==> src/binary_heap_priority_queue_unit_defines.svh <==
// Assertion macros used by the heap priority queue datapath.
`ifndef BINARY_HEAP_PRIORITY_QUEUE_UNIT_DEFINES_SVH
`define BINARY_HEAP_PRIORITY_QUEUE_UNIT_DEFINES_SVH
`ifndef NO_ASSERTIONS
`define BHPQ_ASSERT(lbl, clk, rst_n, prop) \
lbl: assert property (@(posedge clk) disable iff (!rst_n) (prop)) \
else $error("bhpq assertion failed");
`define BHPQ_ASSERT_IMP(lbl, clk, rst_n, ante, cons) \
lbl: assert property (@(posedge clk) disable iff (!rst_n) (ante) |-> (cons)) \
else $error("bhpq implication failed");
`else
`define BHPQ_ASSERT(lbl, clk, rst_n, prop)
`define BHPQ_ASSERT_IMP(lbl, clk, rst_n, ante, cons)
`endif
`endif

==> src/bhpq_pkg.sv <==
// Types, constants and helpers shared by the heap priority queue modules.
`timescale 1ns / 1ps
package bhpq_pkg;
	localparam int CAPACITY = 255;
	localparam int MAX_FILL = 255;
	localparam int DATA_W   = 32;
	localparam int ADDR_W   = 8;
	localparam int DEPTH    = 256;
	localparam logic [ADDR_W-1:0] CAP_LIMIT = ADDR_W'((CAPACITY > MAX_FILL) ? MAX_FILL : CAPACITY);

	localparam logic [1:0] FN_INSERT = 2'd0;
	localparam logic [1:0] FN_REMOVE = 2'd1;
	localparam logic [1:0] FN_PEEK   = 2'd2;

	typedef enum logic [1:0] {
		ST_OK    = 2'd0,
		ST_FULL  = 2'd1,
		ST_EMPTY = 2'd2
	} status_t;

	typedef enum logic [3:0] {
		S_IDLE,
		S_DISPATCH,
		S_SU_CHK,
		S_SU_CMP,
		S_RM_RD,
		S_RM_LD,
		S_SD_RDL,
		S_SD_RDR,
		S_SD_CMP,
		S_DONE
	} state_t;

	typedef struct packed {
		logic load;
		logic ins_start;
		logic rd_parent;
		logic rd_last;
		logic rd_left;
		logic rd_right;
		logic rm_load;
		logic ld_left;
		logic wr_val;
		logic wr_up;
		logic wr_down;
		logic out_load;
	} cmd_t;

	typedef struct packed {
		logic is_ins;
		logic is_rem;
		logic res_ok;
		logic pos_root;
		logic val_above;
		logic no_left;
		logic move_down;
		logic out_free;
	} sts_t;

	// True when a belongs above b in the selected order.
	function automatic logic ranks_above(input logic signed [DATA_W-1:0] a,
			input logic signed [DATA_W-1:0] b, input logic min_order);
		ranks_above = min_order ? (a < b) : (a > b);
	endfunction
endpackage

==> src/bhpq_ctrl.sv <==
// Sequencer for insert, remove and peek operations of the heap queue.
`timescale 1ns / 1ps
module bhpq_ctrl import bhpq_pkg::*; (
	input  logic clk,
	input  logic arst_n,
	input  logic s_tvalid,
	output logic s_tready,
	input  sts_t sts,
	output cmd_t cmd
);
	state_t state_q, state_d;

	always_ff @(posedge clk or negedge arst_n) begin
		if (!arst_n) begin
			state_q <= S_IDLE;
		end else begin
			state_q <= state_d;
		end
	end

	always_comb begin
		state_d  = state_q;
		cmd      = '0;
		s_tready = 1'b0;
		unique case (state_q)
			S_IDLE: begin
				s_tready = 1'b1;
				if (s_tvalid) begin
					cmd.load = 1'b1;
					state_d  = S_DISPATCH;
				end
			end
			S_DISPATCH: begin
				if (!sts.res_ok || (!sts.is_ins && !sts.is_rem)) begin
					state_d = S_DONE;
				end else if (sts.is_ins) begin
					cmd.ins_start = 1'b1;
					state_d       = S_SU_CHK;
				end else begin
					state_d = S_RM_RD;
				end
			end
			S_SU_CHK: begin
				if (sts.pos_root) begin
					cmd.wr_val = 1'b1;
					state_d    = S_DONE;
				end else begin
					cmd.rd_parent = 1'b1;
					state_d       = S_SU_CMP;
				end
			end
			S_SU_CMP: begin
				if (sts.val_above) begin
					cmd.wr_up = 1'b1;
					state_d   = S_SU_CHK;
				end else begin
					cmd.wr_val = 1'b1;
					state_d    = S_DONE;
				end
			end
			S_RM_RD: begin
				cmd.rd_last = 1'b1;
				state_d     = S_RM_LD;
			end
			S_RM_LD: begin
				cmd.rm_load = 1'b1;
				state_d     = S_SD_RDL;
			end
			S_SD_RDL: begin
				if (sts.no_left) begin
					cmd.wr_val = 1'b1;
					state_d    = S_DONE;
				end else begin
					cmd.rd_left = 1'b1;
					state_d     = S_SD_RDR;
				end
			end
			S_SD_RDR: begin
				cmd.ld_left  = 1'b1;
				cmd.rd_right = 1'b1;
				state_d      = S_SD_CMP;
			end
			S_SD_CMP: begin
				if (sts.move_down) begin
					cmd.wr_down = 1'b1;
					state_d     = S_SD_RDL;
				end else begin
					cmd.wr_val = 1'b1;
					state_d    = S_DONE;
				end
			end
			S_DONE: begin
				if (sts.out_free) begin
					cmd.out_load = 1'b1;
					state_d      = S_IDLE;
				end
			end
			default: begin
				state_d = S_IDLE;
			end
		endcase
	end
endmodule

==> config.mk <==
export PLATFORM = sky130hd
export DESIGN_NAME = bhpq_ctrl
export DESIGN_NICKNAME = d
export VERILOG_FILES = /design/src/binary_heap_priority_queue_unit_defines.svh /design/src/bhpq_pkg.sv /design/src/bhpq_ctrl.sv
export SDC_FILE = /design/constraint.sdc
export NUM_CORES = 1
export LEC_CHECK = 0
export ABC_AREA = 1
export BUFFER_PORTS_ARGS = -buffer_cell sky130_fd_sc_hd__buf_4
export CORE_AREA = 2 2 42 44
export CTS_CLUSTER_SIZE = 20
export DETAILED_ROUTE_END_ITERATION = 8
export DIE_AREA = 0 0 44 46
export SLEW_MARGIN = 40
export SYNTH_ARGS = -nofsm -noshare
export SYNTH_HDL_FRONTEND = slang
export SYNTH_SLANG_ARGS = --single-unit
==> constraint.sdc <==
create_clock -name clk -period 3.5 [get_ports clk]
set_clock_uncertainty 0.2 [all_clocks]
set_input_delay 0.525 -clock clk [delete_from_list [all_inputs] [get_ports clk]]
set_output_delay 0.525 -clock clk [all_outputs]
set_load 0.01 [all_outputs]
==> flow_summary.json <==
{
  "ys_top_cells_by_area": "dfrtp_1 26%, inv_1 15%, nor2_1 15%, nand2_1 13%, nand3_1 11%",
  "cp.arrival_ns": 1.36,
  "cp.required_ns": 2.77,
  "synth_top_family_by_area": "simple AND/OR/NAND/NOR gates",
  "placed_cells": 107,
  "max_slew_margin_pct": 78.4,
  "worstSetupPathType": "flop to output pin",
  "synth-seq-cells": 4,
  "clk_pin_slew_ns": 0.04,
  "max-vdd-ir-drop_mv": 0.269,
  "io_buffers": 23,
  "syn_inst": 68,
  "syn_nets": 79,
  "hold_viol_final": 0,
  "finalNetCount": 107,
  "period_share_pct": 59.6,
  "tightest_slew_ns": 0.323,
  "cts_sinks": 4,
  "multiInputGateArea_um2": 215,
  "avgSynthCellArea_um2": 5.58,
  "synth_adder_area_share_pct": 0,
  "n_antenna_cell": 0,
  "power_density_nw_per_um2": 643,
  "largest_reg_flops": 4,
  "crit_fanout": 5,
  "worstHoldPathType": "primary input to async pin",
  "ctsHoldBuffers": 1,
  "grt_max_degree": 8,
  "grt_util_all_layers_pct": 12.9,
  "regArea_um2": 100,
  "drive_above_1_share_pct": 29.8,
  "antenna_found_initial": 0,
  "core_area_um2": 1610,
  "numCtsBuffers": 3,
  "dr.pass1.iters": 4,
  "status": "finished, final reports clean",
  "final_cells": 111,
  "wl_mm": 1.07,
  "setup_violations": 0,
  "fp.dieW_um": 44,
  "post_drt_wl_per_cell_um": 9.65,
  "synthesis.area_um2": 379,
  "min_period_ns": 2.09,
  "clockBufferDepth": 2,
  "grt_first_pass_wirelength_mm": 1.81,
  "synth.area.mux_share_pct": 0,
  "cp-start-kind": "flop",
  "num-fill-cells": 189,
  "num_rows": 15,
  "timing.fmax_ghz": 0.480,
  "synth_warnings": 0,
  "synth.distinct_cells": 13,
  "largest_register": "state_q",
  "synth_largest_area_cell": "dfrtp_1",
  "cts_root_buffer": "clkbuf_4",
  "clk_latency_ns": 0.24,
  "synth_simple_gate_area_share_pct": 50.2,
  "cap_violations": 0,
  "cts-resized-gates": 0,
  "synth_top_area_share_pct": 26.4,
  "dieArea_um2": 2020,
  "crit_path_end_kind": "output pin",
  "routabilityCongestion": 0.741,
  "start_util_pct": 23.5,
  "die_h_um": 46,
  "synth-seq-area-share_pct": 26.4,
  "top_regs": "state_q: 4 flops",
  "cts_tree": "yes",
  "cts_setup_buffers": 0,
  "ios": 24,
  "setup_tns_ns": 0,
  "rsz0062_at_grt": "no",
  "htreeDepth": 1,
  "area_delta_synth_final_pct": 57.8,
  "via_per_inst": 4.46,
  "power_leakage_nw": 0.372,
  "drt_iter0_drc": 9,
  "drv_slew": 0,
  "final_antenna_net_count": 0,
  "drc": 0,
  "synth-compound-area-share_pct": 6.60,
  "gr-total-overflow": 0,
  "grt_pass1_vias": 454,
  "post-dp-hpwl_um": 897,
  "vias": 495,
  "synth-xor-area-share_pct": 0
}
cells in the final DEF, fill, tap and decap left out:
master / count
nor2_1: 15
nand4_1: 2
buf_4: 23
nor3_2: 1
dlygate4sd3_1: 1
nand3_1: 8
nand2_2: 1
nor3_1: 2
nor4_1: 1
dfrtp_1: 4
nand2_1: 13
inv_1: 15
o21ai_0: 3
clkbuf_4: 3
a21oi_1: 2
kinds of logic after synthesis:
| kind of cell | count (synthesis) |
|---|---|
| AO/OA/AOI/OAI | 5 |
| buffers and inverters | 16 |
| flip-flops | 4 |
| AND/OR/NAND/NOR | 43 |
critical path: stages (launching register included):
cell     delay [ns]
dfrtp_1        0.40
nor2_1         0.29
nand3_1        0.12
nand2_1        0.10
nor2_1         0.06
inv_1          0.04
buf_4          0.11
per-stage QoR:
step                total power, W  util [%]  area [µm²]  hold WS (ns)  worst slack, ns
floorplan                 0.000238         -         379        0.0294             1.75
CTS                       0.000388      37.1         598         0.411             1.40
global placement          0.000328      35.0         566         0.122             1.65
detailed placement        0.000325      35.0         566         0.123             1.67
finish                    0.000385      37.1         598         0.413             1.41
global route              0.000425      37.1         598         0.439             1.28
cell type report:
class,instances,area share [%]
timing repair buffer,24,30.5
tap,17,3.56
multi-input combinational,48,36.0
inverter,15,9.41
sequential,4,16.7
clock buffer,3,3.77
final timing paths:
| kind | startpoint | cells past startpoint | slack [ns] | endpoint |
|---|---|---|---|---|
| min in group clk | sts[0] | 4 | 0.43 | state_q[0] |
| setup / recovery | state_q[2] | 6 | 1.41 | cmd[3] |
| max in group asynchronous | arst_n | 2 | 2.59 | state_q[1] |
| setup reg to reg | state_q[2] | 5 | 2.05 | state_q[1] |
| hold / removal | arst_n | 2 | 0.41 | state_q[3] |
| hold reg to reg | state_q[2] | 3 | 0.50 | state_q[0] |
Yosys cell counts:
library cell and n:
inv_1 15, o21ai_0 3, dfrtp_1 4, buf_4 1
nand2_2 1, nor4_1 1, nand3_1 8, nor2_1 15
nand4_1 2, a21oi_1 2, nor3_1 2, nand2_1 13
nor3_2 1
metal layers:
metal / up-vias / track usage [%] / part of all wire (%)
li1: 264 / - / -
met1: 203 / 15.8 / 45
met2: 23 / 18.5 / 43
met3: 5 / 4.76 / 8.7
met4: 0 / 9.09 / 3.0
met5: - / 0 / 0
power by group:
part           internal, W  leakage (nW)  switching, W
logic            0.0000927         0.307      0.000143
registers        0.0000665        0.0509     0.0000224
clock network    0.0000385        0.0138     0.0000214
Power figures use the tool's default switching activity.
